$ cat config.mk
export PLATFORM = sky130hd
export DESIGN_NAME = rf_path_relay_switch_controller
export DESIGN_NICKNAME = d
export VERILOG_FILES = /design/src/design/rfsw_pkg.sv /design/src/design/rfsw_regs.sv /design/src/design/rf_path_relay_switch_controller.sv
export SDC_FILE = /design/constraint.sdc
export NUM_CORES = 1
export LEC_CHECK = 0
export BUFFER_PORTS_ARGS = -buffer_cell sky130_fd_sc_hd__buf_2
export CAP_MARGIN = 40
export CORE_MARGIN = 2
export CORE_UTILIZATION = 44
export DETAILED_ROUTE_END_ITERATION = 8
export PLACE_DENSITY = 0.73
export RECOVER_POWER = 25
export REMOVE_ABC_BUFFERS = 1
export SKIP_CTS_REPAIR_TIMING = 1
export SLEW_MARGIN = 20
export SYNTH_ARGS = -nofsm -noshare
export SYNTH_HDL_FRONTEND = slang
export SYNTH_SLANG_ARGS = --single-unit
$ cat constraint.sdc
create_clock -name clk -period 6.9 [get_ports clk]
set_clock_uncertainty 0.15 [all_clocks]
set_input_delay 1.38 -clock clk [delete_from_list [all_inputs] [get_ports clk]]
set_output_delay 1.38 -clock clk [all_outputs]
set_load 0.05 [all_outputs]
$ cat src/design/rfsw_pkg.sv
// Shared types, constants and register codes of the relay switch controller.
package rfsw_pkg;

	localparam int SAMPLES_PER_POLL = 8;
	localparam int AGE_BITS         = 32;

	localparam int SAMPLE_PORTS = 8;
	localparam int SAMPLE_W     = 12;
	localparam int SUM_W        = SAMPLE_W + $clog2(SAMPLES_PER_POLL);
	localparam int AGE_OUT_W    = 32;
	localparam int DELAY_W      = 16;
	localparam int ADDR_W       = 5;
	localparam int DATA_W       = 32;
	localparam int REG_IDX_W    = 3;

	localparam logic [11:0] THRESHOLD_RST = 12'd496;
	localparam logic [15:0] DELAY_RST     = 16'd120;
	localparam logic [15:0] PERIOD_RST    = 16'd10000;
	localparam logic [15:0] ON_RST        = 16'd1000;

	typedef enum logic [1:0] {
		MODE_SENSE    = 2'd0,
		MODE_TX       = 2'd1,
		MODE_RX       = 2'd2,
		MODE_BAD_CODE = 2'd3
	} mode_t;

	// An override value equal to this code hands mode selection to the switch.
	localparam mode_t OVERRIDE_USE_SWITCH = MODE_BAD_CODE;

	typedef enum logic [REG_IDX_W-1:0] {
		REG_THRESHOLD = 3'd0,
		REG_DELAY     = 3'd1,
		REG_PERIOD    = 3'd2,
		REG_ON        = 3'd3,
		REG_OVERRIDE  = 3'd4
	} reg_idx_t;

	typedef struct packed {
		logic [11:0]      detect_threshold;
		logic [15:0]      relay_delay_ticks;
		logic [15:0]      led_period_ticks;
		logic [15:0]      led_on_ticks;
		mode_t            mode_override;
	} cfg_t;

endpackage

$ cat src/design/rfsw_regs.sv
// APB-style configuration register file of the relay switch controller.
module rfsw_regs (
	input  logic                       clk,
	input  logic                       arst_n,
	input  logic                       psel,
	input  logic                       penable,
	input  logic                       pwrite,
	input  logic [rfsw_pkg::ADDR_W-1:0] paddr,
	input  logic [rfsw_pkg::DATA_W-1:0] pwdata,
	output logic [rfsw_pkg::DATA_W-1:0] prdata,
	output logic                       pready,
	output rfsw_pkg::cfg_t             cfg
);
	import rfsw_pkg::*;

	cfg_t     cfg_q;
	reg_idx_t idx;
	logic     wr_en;

	assign idx    = reg_idx_t'(paddr[ADDR_W-1:2]);
	assign wr_en  = psel && penable && pwrite;
	assign pready = 1'b1;
	assign cfg    = cfg_q;

	always_ff @(posedge clk or negedge arst_n) begin
		if (!arst_n) begin
			cfg_q.detect_threshold  <= THRESHOLD_RST;
			cfg_q.relay_delay_ticks <= DELAY_RST;
			cfg_q.led_period_ticks  <= PERIOD_RST;
			cfg_q.led_on_ticks      <= ON_RST;
			cfg_q.mode_override     <= OVERRIDE_USE_SWITCH;
		end else if (wr_en) begin
			unique case (idx)
				REG_THRESHOLD: cfg_q.detect_threshold  <= pwdata[11:0];
				REG_DELAY:     cfg_q.relay_delay_ticks <= pwdata[15:0];
				REG_PERIOD:    cfg_q.led_period_ticks  <= pwdata[15:0];
				REG_ON:        cfg_q.led_on_ticks      <= pwdata[15:0];
				REG_OVERRIDE:  cfg_q.mode_override     <= mode_t'(pwdata[1:0]);
				default: ;
			endcase
		end
	end

	always_comb begin
		unique case (idx)
			REG_THRESHOLD: prdata = DATA_W'(cfg_q.detect_threshold);
			REG_DELAY:     prdata = DATA_W'(cfg_q.relay_delay_ticks);
			REG_PERIOD:    prdata = DATA_W'(cfg_q.led_period_ticks);
			REG_ON:        prdata = DATA_W'(cfg_q.led_on_ticks);
			REG_OVERRIDE:  prdata = DATA_W'(cfg_q.mode_override);
			default:       prdata = '0;
		endcase
	end

endmodule

$ cat src/design/rf_path_relay_switch_controller.sv
// Top level of the RF path relay switch controller.
//
//   Channel  Handshake            Contents
//   -------  -------------------  -----------------------------------------------
//   input    in_valid / in_stall  switch bits and eight detector samples per poll
//   output   out_valid/out_stall  relay drives, path and mode status, LED, age
//   config   psel/penable/pready  five registers at byte address 4*index
//
// One poll transaction is accepted per clock cycle unless in_stall is raised. A
// transaction is held in the input register, and its result is then written
// into the result register. The sample adder chain and threshold compare
// between those two registers set the cycle time.
// Reset clears all control state and restores the register defaults.
// in_stall is raised only when the input register is full and the result
// register holds a transaction that the receiver is stalling.
module rf_path_relay_switch_controller (
	input  logic                         clk,
	input  logic                         arst_n,

	input  logic                         psel,
	input  logic                         penable,
	input  logic                         pwrite,
	input  logic [rfsw_pkg::ADDR_W-1:0]  paddr,
	input  logic [rfsw_pkg::DATA_W-1:0]  pwdata,
	output logic [rfsw_pkg::DATA_W-1:0]  prdata,
	output logic                         pready,

	input  logic                         in_valid,
	output logic                         in_stall,
	input  logic                         switch_auto,
	input  logic                         switch_force_tx,
	input  logic                         switch_force_rx,
	input  logic [11:0]                  sample_0,
	input  logic [11:0]                  sample_1,
	input  logic [11:0]                  sample_2,
	input  logic [11:0]                  sample_3,
	input  logic [11:0]                  sample_4,
	input  logic [11:0]                  sample_5,
	input  logic [11:0]                  sample_6,
	input  logic [11:0]                  sample_7,

	output logic                         out_valid,
	input  logic                         out_stall,
	output logic                         relay_path,
	output logic                         relay_load,
	output logic                         path_state,
	output logic                         switching,
	output logic [1:0]                   active_mode,
	output logic                         mode_from_override,
	output logic                         status_led,
	output logic                         detect_ever,
	output logic [31:0]                  detect_age_ticks
);
	import rfsw_pkg::*;

	// Relay sequence: the first relay has flipped in WAIT1, the second in WAIT2.
	typedef enum logic [1:0] {
		SEQ_IDLE  = 2'd0,
		SEQ_WAIT1 = 2'd1,
		SEQ_WAIT2 = 2'd2
	} seq_state_t;

	cfg_t cfg;

	rfsw_regs u_regs (
		.clk     (clk),
		.arst_n  (arst_n),
		.psel    (psel),
		.penable (penable),
		.pwrite  (pwrite),
		.paddr   (paddr),
		.pwdata  (pwdata),
		.prdata  (prdata),
		.pready  (pready),
		.cfg     (cfg)
	);

	// Input register. The payload needs no reset; only its valid bit does.
	logic                  valid_s1;
	logic [2:0]            switch_s1;
	logic [SAMPLE_W-1:0]   samp_s1 [SAMPLE_PORTS];

	// Result register. The controller state doubles as the result, because
	// every output field is the state left behind by the latest transaction.
	logic                  out_valid_q;
	seq_state_t            seq_q;
	logic                  path_q;
	logic                  path_relay_q;
	logic                  load_relay_q;
	logic                  target_q;
	logic [DELAY_W-1:0]    delay_q;
	logic [15:0]           phase_q;
	logic                  led_q;
	logic                  seen_q;
	logic [AGE_BITS-1:0]   age_q;
	mode_t                 mode_q;
	logic                  from_ovr_q;

	// The result register takes a transaction whenever it is empty or drained.
	logic advance;
	assign advance  = valid_s1 && !(out_valid_q && out_stall);
	assign in_stall = valid_s1 && out_valid_q && out_stall;

	always_ff @(posedge clk or negedge arst_n) begin
		if (!arst_n) begin
			valid_s1 <= 1'b0;
		end else if (in_valid && !in_stall) begin
			valid_s1 <= 1'b1;
		end else if (advance) begin
			valid_s1 <= 1'b0;
		end
	end

	always_ff @(posedge clk) begin
		if (in_valid && !in_stall) begin
			switch_s1  <= {switch_force_rx, switch_force_tx, switch_auto};
			samp_s1[0] <= sample_0;
			samp_s1[1] <= sample_1;
			samp_s1[2] <= sample_2;
			samp_s1[3] <= sample_3;
			samp_s1[4] <= sample_4;
			samp_s1[5] <= sample_5;
			samp_s1[6] <= sample_6;
			samp_s1[7] <= sample_7;
		end
	end

	// Mode selection. The override register wins unless it asks for the switch;
	// the switch must show exactly one position, anything else is invalid and
	// acts as receive.
	logic  from_ovr;
	mode_t sw_mode;
	mode_t mode;

	always_comb begin
		unique case (switch_s1)
			3'b001:  sw_mode = MODE_SENSE;
			3'b010:  sw_mode = MODE_TX;
			3'b100:  sw_mode = MODE_RX;
			default: sw_mode = MODE_BAD_CODE;
		endcase
	end

	assign from_ovr = (cfg.mode_override != OVERRIDE_USE_SWITCH);
	assign mode     = from_ovr ? cfg.mode_override : sw_mode;

	// Auto detection. Comparing the sum against threshold times the sample
	// count is the same as comparing the floored average against the threshold.
	logic [SUM_W-1:0] sample_sum;
	logic [SUM_W-1:0] thr_scaled;
	logic             avg_hit;

	always_comb begin
		sample_sum = '0;
		for (int i = 0; i < SAMPLES_PER_POLL; i++) begin
			sample_sum = sample_sum + SUM_W'(samp_s1[i]);
		end
	end

	assign thr_scaled = SUM_W'(cfg.detect_threshold) * SUM_W'(SAMPLES_PER_POLL);
	assign avg_hit    = (sample_sum >= thr_scaled);

	// A zero delay register behaves as a one-tick delay.
	logic [DELAY_W-1:0] delay_load;
	assign delay_load = (cfg.relay_delay_ticks == '0) ? DELAY_W'(1) : cfg.relay_delay_ticks;

	// Per-tick controller update.
	seq_state_t         seq_d;
	logic               path_d;
	logic               path_relay_d;
	logic               load_relay_d;
	logic               target_d;
	logic [DELAY_W-1:0] delay_d;
	logic               led_update;
	logic               detected;
	logic               desired;

	always_comb begin
		seq_d        = seq_q;
		path_d       = path_q;
		path_relay_d = path_relay_q;
		load_relay_d = load_relay_q;
		target_d     = target_q;
		delay_d      = delay_q;
		led_update   = 1'b0;
		detected     = 1'b0;
		desired      = 1'b0;

		unique case (seq_q)
			SEQ_WAIT1, SEQ_WAIT2: begin
				if (delay_q > DELAY_W'(1)) begin
					delay_d = delay_q - DELAY_W'(1);
				end else if (seq_q == SEQ_WAIT1) begin
					// Make the second contact: load passthrough on the way to
					// transmit, path relay back to receive otherwise.
					if (target_q) begin
						load_relay_d = 1'b1;
					end else begin
						path_relay_d = 1'b0;
					end
					delay_d = delay_load;
					seq_d   = SEQ_WAIT2;
				end else begin
					delay_d    = '0;
					path_d     = target_q;
					seq_d      = SEQ_IDLE;
					led_update = 1'b1;
				end
			end
			default: begin
				// Idle. The decoded mode only acts here.
				if (mode == MODE_TX) begin
					desired = 1'b1;
				end else if (mode == MODE_SENSE) begin
					desired  = avg_hit;
					detected = avg_hit;
				end
				if (desired != path_q) begin
					// Break first: path relay on toward transmit, load relay
					// off (dummy load) toward receive.
					target_d = desired;
					if (desired) begin
						path_relay_d = 1'b1;
					end else begin
						load_relay_d = 1'b0;
					end
					delay_d = delay_load;
					seq_d   = SEQ_WAIT1;
				end else begin
					led_update = 1'b1;
				end
			end
		endcase
	end

	// LED is solid in transmit and lit for the first part of each blink period
	// in receive; it freezes while a relay sequence runs.
	logic        led_d;
	logic [16:0] phase_inc;
	logic [15:0] phase_d;

	assign led_d     = led_update ? (path_d || (phase_q < cfg.led_on_ticks)) : led_q;
	assign phase_inc = {1'b0, phase_q} + 17'd1;
	assign phase_d   = (phase_inc >= {1'b0, cfg.led_period_ticks}) ? '0 : phase_inc[15:0];

	// Age since last detection, counting only once something has been seen.
	logic                seen_d;
	logic [AGE_BITS-1:0] age_d;

	always_comb begin
		seen_d = seen_q;
		age_d  = age_q;
		if (detected) begin
			seen_d = 1'b1;
			age_d  = '0;
		end else if (seen_q && (age_q != {AGE_BITS{1'b1}})) begin
			age_d = age_q + AGE_BITS'(1);
		end
	end

	always_ff @(posedge clk or negedge arst_n) begin
		if (!arst_n) begin
			out_valid_q  <= 1'b0;
			seq_q        <= SEQ_IDLE;
			path_q       <= 1'b0;
			path_relay_q <= 1'b0;
			load_relay_q <= 1'b0;
			target_q     <= 1'b0;
			delay_q      <= '0;
			phase_q      <= '0;
			led_q        <= 1'b0;
			seen_q       <= 1'b0;
			age_q        <= '0;
			mode_q       <= MODE_SENSE;
			from_ovr_q   <= 1'b0;
		end else begin
			if (advance) begin
				out_valid_q  <= 1'b1;
				seq_q        <= seq_d;
				path_q       <= path_d;
				path_relay_q <= path_relay_d;
				load_relay_q <= load_relay_d;
				target_q     <= target_d;
				delay_q      <= delay_d;
				phase_q      <= phase_d;
				led_q        <= led_d;
				seen_q       <= seen_d;
				age_q        <= age_d;
				mode_q       <= mode;
				from_ovr_q   <= from_ovr;
			end else if (!out_stall) begin
				out_valid_q <= 1'b0;
			end
		end
	end

	assign out_valid          = out_valid_q;
	assign relay_path         = path_relay_q;
	assign relay_load         = load_relay_q;
	assign path_state         = path_q;
	assign switching          = (seq_q != SEQ_IDLE);
	assign active_mode        = mode_q;
	assign mode_from_override = from_ovr_q;
	assign status_led         = led_q;
	assign detect_ever        = seen_q;
	assign detect_age_ticks   = seen_q ? AGE_OUT_W'(age_q) : '0;

endmodule

Word level (Yosys, flattened, before mapping)
Memories as Yosys holds them, arrays and structs flattened. Index checks and enable logic that the tools add are counted. Widths: inputs -> output; s select.

Flip-flop bits (word level): 142. Bits in writable memories: 96. Input port bits: 143. Word-level logic and storage cells: 134. Memories kept: 1.

Memories: samp_s1 (depth 8, width 12, rd ports 8, clocked after memory_dff 0, write ports 8, line rf_path_relay_switch_controller.sv:81) `logic [SAMPLE_W-1:0] samp_s1 [SAMPLE_PORTS];`.

Add/subtract/negate cells: 10. Magnitude comparators: 4. Eq/ne operators: 19. Muxes and demuxes: 46. Bitwise logic cells: 1. Reductions and logical operators: 33.

Operators by type and width (count): $mux 16 (6); $mux 32 (3); $pmux 16 s5 (1); $add 15x12->15 (4); $add 32x1->32 const B (1); $ne 32x32->1 const B (1); $mux 1 (30); $reduce_and 2->1 (9); $add 16x1->17 const B (1); $ge 17x16->1 (1); $gt 16x1->1 const B (1); $logic_not 16->1 (1); $lt 16x16->1 (1); $sub 16x1->16 const B (1); $add 14x12->15 (1); $ge 15x15->1 (1); $add 13x12->14 (1); $add 12x12->13 (1); $reduce_and 6->1 (2); $mux 2 (5); $ne 2x2->1 const B (5); $reduce_bool 2->1 (5); $eq 3x2->1 const B (3); $logic_and 1x1->1 (8); other kinds (14) (20).

Logic depth before layout (Yosys ltp)
Gate-level depths: netlist of run 1. An unclocked memory read counts as a cell.

Depth after elaboration: 16. Gate-level depth with buffers: 26. Depth with buffers taken out: 25.

Cells and area by module
Synthesis of run 1 repeated with hierarchy kept, for this count alone.

Cell total of the unflattened synthesis: 1272. Area, all modules: 14353.8 µm².

Modules (own cells, without submodules): rf_path_relay_switch_controller (instances 1, cells an instance 1064, area an instance 11254.5 µm², seq. area each 4899.7 µm²); rfsw_regs (instances 1, cells an instance 208, area an instance 3099.2 µm², seq. area each 1579.0 µm²).

Worst setup path before layout of run 1
No wires, ideal clock.

Path kind: flip-flop to flip-flop. Start: mem samp_s1[4][2] (netlist: samp_s1[1][2]). End: reg delay_q[15]. Setup time: 0.080 ns. Data arrival time: 6.113 ns. Path slack: 0.557 ns. Cell stages (with the launch flop): 27. Buffers on the path: 1. Cell sequence: edfxtp_1 -> inv_1 -> fa_1 -> inv_1 -> fa_1 -> fa_1 -> inv_1 -> fa_1 -> inv_1 -> ha_1 -> fa_1 -> a21o_1 -> a21oi_1 -> o21bai_1 -> nand3_1 -> a21oi_1 -> a2111oi_0 -> xnor2_1 -> ha_1 -> a21oi_1 -> o21ai_1 -> a21oi_2 -> and3_2 -> a2111o_1 -> a21o_4 -> buf_6 -> o22ai_2.

RTL lines: start, declared (line rf_path_relay_switch_controller.sv:81); end signal, assigned (line rf_path_relay_switch_controller.sv:284) `delay_q <= delay_d;`; end, declared (line rf_path_relay_switch_controller.sv:91) `logic [DELAY_W-1:0] delay_q;`.

==> summary.txt, run 1 <==
Run status
  • Status: complete, but fails checks
  • Failing checks: capacitance limit, slew limit

Routing
  • DRC: 0
  • Post-route ant nets: 0
  • DR WL met3: 1760 um
  • Vias/cell: 5.28
  • Routed WL per cell: 16.7 um
  • DR pass1 iterations: 5
  • Met1 Routed Length: 13800 um
  • Metal2 WL: 14800 um
  • WL final: 31400 um
  • Highest metal used: met4
  • 1st-iter DRT viols: 704
  • DR vias: 9930

Global route
  • Largest net degree at the start of global routing: 63
  • Vias in the first global route: 9805
  • First-pass GRT wire length: 50500 um
  • GRT Overall Usage: 0.188
  • GRT Residual Overflow: 0
  • Antenna violations before repair: 1

Yosys
  • YS warnings: 0
  • Sequential fraction of the synthesis area: 0.463
  • Ys flop type: dfrtp_1
  • Netlist cell types: 71
  • Mapped Area: 14000 sq um
  • Async set-or-reset flop fraction in the synthesized netlist: 0.584
  • Post-synthesis register bit count: 238
  • Yosys top cell area share: 0.213
  • EDFF count, synth: 99
  • Commonest cells in the netlist: inv_1, dfrtp_1, edfxtp_1
  • Leading area contributor after synthesis: edfxtp_1
  • Count leader, synth: inv_1
  • Synthesized instance count: 1267
  • Top post-synthesis cells by area: edfxtp_1, dfrtp_1, fa_1
  • Syn Area/Cell: 11.0 sq um

Cells and area
  • Area grow syn2layout: 16.2%
  • Final Instance Area: 16300 sq um
  • Fin nets: 1737
  • Fin cells: 1882
  • Ratio of cells with drive above 1 in the final layout: 0.232
  • Final Util: 0.518

STA
  • Final Hold Vio Count: 0
  • Minimum hold slack: 0.332 ns
  • Fin crit period: 6.47 ns
  • Final Slew Violations: 37
  • Fmax: 155 MHz
  • Final setup violation count: 0
  • Worst slew pin tran: 2.03 ns
  • Relative slew slack: -0.351
  • RSZ-0062 raised after global routing: no
  • TNS Setup: 0 ns
  • Tcrit/Tclk final: 0.938
  • Setup WS post-layout: 0.430 ns

Job
  • Max Cap Viol: 1

Floorplanning
  • Die area: 33200 sq um
  • Initial core utilization: 0.446
  • Die Y: 182 um
  • Site row count: 65
  • I/O Pins: 219
  • Core ar.: 31400 sq um
  • DIE WIDTH: 182 um

Setup path
  • Arrival @ worst endpoint: 6.78 ns
  • CP Launch Type: register
  • Worst EP required: 7.21 ns
  • Setup CP Type: reg -> reg
  • CP most frequent cell: fa_1
  • CP max stage cell: fa_1
  • Max FO, Critical Path: 7
  • CP Capture Type: register
  • Worst r2r path cells: 25
  • Crit path largest cell delay: 0.56 ns

Place
  • Gpl congestion: 0.873
  • DP Area: 15300 sq um
  • Pre-CTS setup slack: 0.0723 ns
  • Dpl hpwl: 23600 um
  • Port Buf Inserts: 183
  • Placed Cells: 1828

Pwr
  • Leakage power: 7.62 nW
  • Pwr Density: 426 nW/um^2
  • Worst vdd ir: 0.313 mV
  • Pwr Total: 6.92 mW

CTS
  • Num CTS Buffers: 27
  • Clk slew on worst S/H paths: 0.06 ns
  • H-tree levels: 1
  • Clk buf depth: 3
  • Clk Tree Root Cell: clkbuf_16
  • Sink Count: 238
  • CTS tree: built
  • Clk_lat worst skew: 0.54 ns

Hold path
  • Worst min path class: reg -> reg
  • Hold path cells: 2
## critical path, delay by kind of cell (launching register included)
family,cells,cell delay [ns]
AND/OR/NAND/NOR,1,0.12
adder cells (fa/ha/maj),7,3.01
XOR/XNOR,1,0.16
AO/OA/AOI/OAI,12,2.44
flip-flops,1,0.31
buffers and inverters,4,0.21
## state kept, by name, summed over array words and instances, names as in the netlist, 2 cells and up
register     cells
seq_q            2
age_q           32
phase_q         16
u_regs.cfg      62
active_mode      2
delay_q         16
switch_s1        3
samp_s1         96
## where the power goes
| group | switching, mW | internal (mW) | total, mW |
|---|---|---|---|
| combinational | 2.18 | 1.44 | 3.62 |
| clock | 0.570 | 0.830 | 1.40 |
| sequential | 0.189 | 1.71 | 1.90 |
## cell usage in the layout (no fill, tap or decap), drive strengths merged, types with 7 or more instances in the layout
| master | Yosys | routed |
|---|---|---|
| dfrtp | 117 | 117 |
| and3 | 15 | 15 |
| and2 | 37 | 37 |
| a21o | 17 | 18 |
| dfstp | 22 | 22 |
| nand2b | 8 | 8 |
| o31ai | 12 | 12 |
| nand4 | 27 | 27 |
| fa | 71 | 71 |
| xnor2 | 17 | 17 |
| nand3 | 33 | 33 |
| ha | 64 | 64 |
| a21oi | 32 | 32 |
| clkbuf | 26 | 40 |
| o21ai | 85 | 85 |
| inv | 184 | 185 |
| nor3 | 27 | 27 |
| o22ai | 7 | 7 |
| nor2 | 74 | 74 |
| conb | 2 | 17 |
| nor2b | 20 | 20 |
| o21a | 7 | 7 |
| nand2 | 61 | 61 |
| mux4 | 10 | 10 |
| mux2 | 48 | 48 |
| xor2 | 31 | 31 |
| edfxtp | 99 | 99 |
| a22oi | 8 | 8 |
| buf | 28 | 200 |
| a22o | 9 | 9 |
| nor4 | 11 | 11 |
| clkinv | 1 | 8 |
## layout make-up
class                      instances  area, sq um
antenna                            1         2.50
clock buffer                      39          752
clock inverter                    10          105
fill                            2746        15100
inverter                         185          694
multi-input combinational        806         6630
sequential                       238         6480
tap                              402          503
timing repair buffer             201         1090
## layer usage
metal	vias to the layer above	track usage
met5	-	0
met4	0	0.0600
met3	73	0.0265
met2	310	0.303
met1	4836	0.264
li1	4711	-
## logic make-up after synthesis
family | share of synthesized area
xor+xnor | 0.0301
buf+inv | 0.0707
other cells | 0.000537
mux | 0.0547
flops | 0.463
fa+ha+maj | 0.159
simple gates | 0.122
compound gates | 0.0996
## path summary, 6_finish.rpt
| path | startpoint | end | slack, ns |
|---|---|---|---|
| setup / recovery | samp_s1[1][2]$_DFFE_PP_ | delay_q[10]$_DFFE_PN0P_ | 0.43 |
| hold / removal | active_mode[1]$_DFFE_PN0P_ | active_mode[1]$_DFFE_PN0P_ | 0.33 |
| setup reg to reg | samp_s1[1][2]$_DFFE_PP_ | delay_q[10]$_DFFE_PN0P_ | 0.43 |
| hold reg to reg | active_mode[1]$_DFFE_PN0P_ | active_mode[1]$_DFFE_PN0P_ | 0.33 |
| max in group asynchronous | arst_n | u_regs.cfg[13]$_DFFE_PN0P_ | 3.82 |
| min in group asynchronous | arst_n | age_q[1]$_DFFE_PN0P_ | 1.28 |
Note: power is estimated with default switching activity, not from simulation.
==> run 2: changes to the inputs <==
--- a/config.mk
+++ b/config.mk
@@ -5,6 +5,7 @@
 export SDC_FILE = /design/constraint.sdc
 export NUM_CORES = 1
 export LEC_CHECK = 0
+export ABC_AREA = 1
 export BUFFER_PORTS_ARGS = -buffer_cell sky130_fd_sc_hd__buf_2
 export CAP_MARGIN = 40
 export CORE_MARGIN = 2
==> run 2 against run 1 <==
Net effect: the run still ends with capacitance limit, slew limit left; global-route usage is 1.1 points higher; setup slack better by 0.22 ns; via count is 18% higher; design area is 5.6% higher; sequential cell count stayed put; synthesized cell count is 32% higher; combinational power is 13% higher; clock-buffer cell count is 6 lower; register-to-register slack better by 0.22 ns; critical path depth is 3 higher; die area is 5.3% higher.
==> summary.txt, run 2 <==
STA
  • Worst slew pin tran: 2.09 ns (+0.0643 ns)
  • Final Slew Violations: 38 (+2.7%)
  • Fmax: 160 MHz (+3.5%)
  • Relative slew slack: -0.394 (-0.0429)
  • Final setup violation count: 0 (unchanged)
  • TNS Setup: 0 ns (unchanged)
  • Final Hold Vio Count: 0 (unchanged)
  • Tcrit/Tclk final: 0.906 (-0.0313)
  • Fin crit period: 6.25 ns (-0.216 ns)
  • RSZ-0062 raised after global routing: no

CTS
  • Clk buf depth: 3 (unchanged)
  • Clk slew on worst S/H paths: 0.06 ns (about the same)
  • CTS tree: built
  • Sink Count: 238 (unchanged)
  • Num CTS Buffers: 28 (+3.7%)
  • Clk Tree Root Cell: clkbuf_16
  • Clk_lat worst skew: 0.56 ns (+0.02 ns)
  • H-tree levels: 1 (unchanged)

Routing
  • Vias/cell: 4.99 (-5.4%)
  • Routed WL per cell: 14.7 um (-12%)
  • WL final: 34300 um (+9.2%)
  • 1st-iter DRT viols: 905 (+29%)
  • DR pass1 iterations: 5 (unchanged)
  • DR vias: 11.7k (+18%)
  • Post-route ant nets: 0 (unchanged)
  • DRC: 0 (unchanged)

Global route
  • First-pass GRT wire length: 57200 um (+13%)
  • Met3 Usage GRT: 0.0450 (+0.0185)
  • Vias in the first global route: 11.8k (+20%)
  • Busiest grt layer: met2
  • Largest net degree at the start of global routing: 60 (-4.8%)
  • GRT Residual Overflow: 0 (unchanged)
  • Antenna violations before repair: 5 (+4)
  • GR Layer Usage met1: 0.258 (-0.00617)
  • GRT Overall Usage: 0.199 (+0.0113)
  • Met2 Track Usage GR: 0.328 (+0.0249)

Floorplanning
  • Core ar.: 33300 sq um (+6.0%)
  • Die area: 35000 sq um (+5.3%)
  • Die Y: 187 um (+2.6%)
  • DIE WIDTH: 187 um (+2.6%)
  • I/O Pins: 219 (unchanged)
  • Site row count: 67 (+3.1%)
  • Initial core utilization: 0.443 (-0.00242)

Hold path
  • Worst min path class: reg -> reg
  • Hold Startpoint: relay_path$_DFFE_PN0P_
  • Hold path cells: 2 (unchanged)

Cells and area
  • Ratio of cells with drive above 1 in the final layout: 0.161 (-0.0708)
  • Fin nets: 2144 (+23%)
  • Max reg flops: 96 (unchanged)
  • # fillers: 3057 (+11%)
  • Most frequent cells in the layout: nand2_1, inv_1, buf_2
  • Area grow syn2layout: 16.4%
  • Final Util: 0.516 (-0.00190)
  • Reg with most FFs: samp_s1
  • Most common cell after layout, fill and taps aside: nand2_1

Setup path
  • Worst R2R Start: samp_s1[1][2]$_DFFE_PP_
  • Worst r2r path cells: 28 (+12%)
  • CP most frequent cell: nand2_1
  • CP max stage cell: fa_1
  • CP Capture Type: register
  • Max FO, Critical Path: 13 (+6)
  • Crit path largest cell delay: 0.55 ns (about the same)
  • CP Launch Type: register
  • Arrival @ worst endpoint: 6.53 ns (-0.25 ns)
  • Setup CP Type: reg -> reg
  • R2R Setup Slk: 0.65 ns (+0.22 ns)
  • Critical Path Start: samp_s1[1][2]$_DFFE_PP_
  • Worst EP required: 7.18 ns (-0.03 ns)

Yosys
  • Top post-synthesis cells by area: edfxtp_1, dfrtp_1, fa_1
  • Netlist cell types: 55 (-23%)
  • Async set-or-reset flop fraction in the synthesized netlist: 0.584 (unchanged)
  • Syn Area/Cell: 8.80 sq um (-20%)
  • YS warnings: 0 (unchanged)
  • Commonest cells in the netlist: nand2_1, inv_1, dfrtp_1
  • Leading area contributor after synthesis: edfxtp_1
  • Yosys top cell area share: 0.202 (-0.0110)
  • Sequential fraction of the synthesis area: 0.439 (-0.0239)
  • Mapped Area: 14700 sq um (+5.4%)
  • EDFF count, synth: 99 (unchanged)
  • Ys flop type: dfrtp_1
  • Post-synthesis register bit count: 238 (unchanged)
  • Count leader, synth: nand2_1
  • Synthesized instance count: 1676 (+32%)

Pwr
  • Worst vdd ir: 0.348 mV (+11%)
  • Clock Power Share: 0.209 (+0.007)
  • Leakage power: 8.57 nW (+13%)
  • Pwr Density: 447 nW/um^2 (+4.9%)
  • Power share of the combinational group: 0.534 (+0.010)
  • Cell internal pwr: 4.20 mW (+5.6%)
  • NetSw: 3.47 mW (+18%)
  • Sw frac: 0.452 (+0.0274)
  • Sequential power share: 0.258 (-0.016)

Place
  • Dpl hpwl: 26100 um (+11%)
  • Gpl congestion: 0.905 (+3.6%)
  • Port Buf Inserts: 183 (unchanged)

Run status
  • Status: complete, but fails checks
  • Failing checks: capacitance limit, slew limit

Job
  • Max Cap Viol: 1 (unchanged)
run 2: cell count changes after synthesis, sizes merged, moves of 13 or more:
cell / delta
nor2b: -20
a21o: -15
xnor2: -14
inv: +175
mux2: -48
and2: -37
a21oi: +17
nand3: +24
o21ai: +39
nand2: +323
and3: -13
nor2: +23
nand4: +21
run 2: cell families (layout without fill, tap and decap cells):
kind of cell | count (synthesis) | count (layout) | synth area share
buffers and inverters | 414 | 610 | 0.114
adders and majority gates | 135 | 135 | 0.151
DFF | 238 | 238 | 0.439
and+or+nand+nor | 636 | 636 | 0.193
other | 2 | 21 | 0.000509
AOI/OAI and AO/OA | 217 | 217 | 0.0821
xor gates and xnor gates | 34 | 34 | 0.0202
run 2: final timing paths:
path,to
min in group asynchronous,delay_q[11]$_DFFE_PN0P_
worst max register to register,age_q[28]$_DFFE_PN0P_
worst max-delay path,age_q[28]$_DFFE_PN0P_
max in group asynchronous,u_regs.cfg[5]$_DFFE_PN1P_
worst min register to register,relay_path$_DFFE_PN0P_
worst min-delay path,relay_path$_DFFE_PN0P_
run 2: cell type report:
class                   count  area (sq um)  area share
diodes                      4          10.0    0.000583
well taps                 448           561      0.0326
clock buffers              33           739      0.0431
multi-input cells        1039          6650       0.387
inverters                 360          1350      0.0788
repair buffers            199          1110      0.0648
clock inverters            18           267      0.0155
flip-flops and latches    238          6480       0.377
run 2: stage by stage:
| step | power (mW) | instances | hold WS [ns] | cell area, sq um | setup slack, ns |
|---|---|---|---|---|---|
| after floorplan | 5.11 | 1637 | 0.298 | 14500 | 1.01 |
| after global placement | 5.97 | 2276 | 0.302 | 16000 | 0.746 |
| after detailed placement | 6.11 | 2281 | 0.305 | 16100 | 0.647 |
| after CTS | 7.75 | 2332 | 0.321 | 17100 | 0.598 |
| after global routing | 8.46 | 2337 | 0.344 | 17200 | 0.00476 |
| final | 7.67 | 2339 | 0.321 | 17200 | 0.646 |
run 2: worst max-delay path, delay by kind of cell (launching register included):
family                   cells  cell delay, ns
AO/OA/AOI/OAI                6            0.73
flip-flops                   1            0.33
buffers and inverters        5            0.26
AND/OR/NAND/NOR             10            1.56
adder cells (fa/ha/maj)      7            3.09
run 2: metal layers:
metal	wire (um)	vias to the layer above
met3	2470	79
met4	1260	2
met1	14300	5515
met2	16200	387
li1	-	5693
met5	13	-
run 2: power groups by stage:
stage                     Sequential, mW  Clock (mW)  Combinational [mW]
after floorplan                     1.99           0                3.12
after global placement              1.99           0                3.98
after detailed placement            2.00           0                4.12
after CTS                           1.97        1.64                4.14
after global routing                2.01        1.69                4.76
final                               1.98        1.60                4.09
==> run 3: changes to the inputs <==
--- a/config.mk
+++ b/config.mk
@@ -8,7 +8,6 @@
 export ABC_AREA = 1
 export BUFFER_PORTS_ARGS = -buffer_cell sky130_fd_sc_hd__buf_2
 export CAP_MARGIN = 40
-export CORE_MARGIN = 2
 export CORE_UTILIZATION = 44
 export DETAILED_ROUTE_END_ITERATION = 8
 export PLACE_DENSITY = 0.73
==> run 3 against run 2 <==
Net effect: sequential power hardly changed; largest cell class unchanged; via count fell by 1.2%; clock-buffer cell count is 3 higher; final cell count decreased by 0.30%; the flow still finishes with violations (capacitance limit, slew limit); design area fell by 0.25%; worst hold slack worse by 0.0025 ns.
==> summary.txt, run 3 (synthesis gave the netlist of run 2 again) <==
Routing
  • Vias/cell: 4.95 (-0.89%)
  • Routed WL per cell: 14.4 um (-2.1%)
  • WL final: 33500 um (-2.4%)
  • DRC: 0 (unchanged)
  • Post-route ant nets: 0 (unchanged)
  • DR pass1 iterations: 6 (+1)
  • 1st-iter DRT viols: 794 (-12%)
  • DR vias: 11.5k (-1.2%)

Global route
  • Antenna violations before repair: 5 (unchanged)
  • GRT Residual Overflow: 0 (unchanged)
  • Vias in the first global route: 11.6k (-1.4%)
  • First-pass GRT wire length: 55700 um (-2.7%)
  • Largest net degree at the start of global routing: 89 (+48%)
  • GRT Overall Usage: 0.204 (+0.00462)

STA
  • Fin crit period: 6.18 ns (-0.0748 ns)
  • Setup WS post-layout: 0.721 ns (+0.0748 ns)
  • Relative slew slack: -1.81 (-1.41)
  • Final setup violation count: 0 (unchanged)
  • RSZ-0062 raised after global routing: no
  • Worst slew pin tran: 4.21 ns (+2.12 ns)
  • TNS Setup: 0 ns (unchanged)
  • Minimum hold slack: 0.319 ns (-0.00248 ns)
  • Final Hold Vio Count: 0 (unchanged)
  • Fmax: 162 MHz (+1.2%)
  • Tcrit/Tclk final: 0.895 (-0.0108)
  • Final Slew Violations: 80 (+110%)

Setup path
  • Critical path depth: 32 (+14%)
  • Crit path largest cell delay: 0.55 ns (about the same)
  • Worst EP required: 7.16 ns (-0.02 ns)
  • Worst R2R Start: samp_s1[1][2]$_DFFE_PP_
  • CP max stage cell: fa_1
  • CP Capture Type: register
  • Worst r2r path cells: 32 (+14%)
  • CP top delay family: adder cells
  • Critical Path Start: samp_s1[1][2]$_DFFE_PP_
  • CP Launch Type: register
  • Max FO, Critical Path: 21 (+8)
  • Arrival @ worst endpoint: 6.44 ns (-0.09 ns)
  • CP most frequent cell: nand2_1
  • Bufs and invs on worst path: 7 (+2)
  • Setup CP Type: reg -> reg

Cells and area
  • Final Instance Area: 17100 sq um (-0.25%)
  • Max reg flops: 96 (unchanged)
  • Fin nets: 2143 (-0.047%)
  • Reg with most FFs: samp_s1
  • Most frequent cells in the layout: nand2_1, inv_1, buf_2
  • # fillers: 3024 (-1.1%)
  • Final Util: 0.522 (+0.00652)
  • Fin cells: 2332 (-0.30%)
  • Area grow syn2layout: 16.1%
  • Ratio of cells with drive above 1 in the final layout: 0.162 (+0.00106)
  • Most common cell after layout, fill and taps aside: nand2_1

Run status
  • Status: complete, but fails checks
  • Failing checks: capacitance limit, slew limit

Job
  • Max Cap Viol: 1 (unchanged)

CTS
  • CTS tree: built
  • H-tree levels: 1 (unchanged)
  • Clk Tree Root Cell: clkbuf_16
  • Sink Count: 238 (unchanged)
  • Clk slew on worst S/H paths: 0.06 ns (about the same)
  • Num CTS Buffers: 28 (unchanged)
  • Clk buf depth: 3 (unchanged)
  • Clk_lat worst skew: 0.54 ns (-0.02 ns)

Floorplanning
  • Initial core utilization: 0.450 (+0.00671)
  • Site row count: 66 (-1.5%)
  • Core ar.: 32800 sq um (-1.5%)
  • Die area: 34300 sq um (-2.1%)
  • Die Y: 185 um (-1.1%)
  • I/O Pins: 219 (unchanged)
  • DIE WIDTH: 185 um (-1.1%)

Pwr
  • Pwr Total: 7.61 mW (-0.82%)
  • Leakage power: 8.56 nW (-0.10%)
  • Worst vdd ir: 0.359 mV (+3.2%)
  • Pwr Density: 444 nW/um^2 (-0.57%)

Hold path
  • Worst min path class: reg -> reg
  • Hold Startpoint: relay_path$_DFFE_PN0P_
  • Hold path cells: 2 (unchanged)

Place
  • Port Buf Inserts: 183 (unchanged)
  • Pre-CTS setup slack: 0.663 ns (+0.0156 ns)
  • Placed Cells: 2274 (-0.31%)
  • Gpl congestion: 0.880 (-2.7%)
  • Dpl hpwl: 25700 um (-1.8%)
  • DP Area: 16100 sq um (-0.18%)
==> run 3: cell types whose count changed in the layout (fill, tap and decap cells not counted), sizes merged <==
cell	before	now
clkbuf	41	38
clkinvlp	3	5
buf	191	196
inv	358	359
bufinv	6	5
clkinv	11	7
diode	4	3
==> run 3: area by class of cell <==
class | count | area, sq um | share of cell area
Antenna cell | 3 | 7.51 | 0.000438
Clock buffer | 36 | 782 | 0.0457
Clock inverter | 16 | 219 | 0.0128
Inverter | 360 | 1350 | 0.0790
Multi-Input combinational cell | 1039 | 6650 | 0.388
Sequential cell | 238 | 6480 | 0.378
Tap cell | 442 | 553 | 0.0323
Timing Repair Buffer | 198 | 1090 | 0.0637
==> run 3: power by group <==
part | switching (mW) | internal, mW | leakage, nW
logic | 2.61 | 1.45 | 5.37
registers | 0.218 | 1.75 | 2.72
clock network | 0.593 | 0.986 | 0.474
total | 3.42 | 4.19 | 8.56
==> run 3: final timing paths <==
path | to | slack [ns]
setup / recovery | delay_q[0]$_DFFE_PN0P_ | 0.72
hold / removal | relay_path$_DFFE_PN0P_ | 0.32
setup reg to reg | delay_q[0]$_DFFE_PN0P_ | 0.72
hold reg to reg | relay_path$_DFFE_PN0P_ | 0.32
max in group asynchronous | age_q[14]$_DFFE_PN0P_ | 1.54
min in group asynchronous | delay_q[1]$_DFFE_PN0P_ | 0.64
==> run 3: per-layer routing <==
layer  vias to the layer above  part of all wire  global-route usage
met5                         -           0.00063                   0
met4                         4             0.025              0.0549
met3                        62             0.063              0.0409
met2                       369              0.47               0.346
met1                      5412              0.44               0.264
li1                       5691                 -                   -
==> run 3: worst reg2reg max path: cells and delay by family, from the launching register on <==
family	cells	cell delay, ns
adder cells (fa/ha/maj)	7	3.10
AND/OR/NAND/NOR	12	1.12
AO/OA/AOI/OAI	6	0.81
buffers and inverters	7	0.58
flip-flops	1	0.32
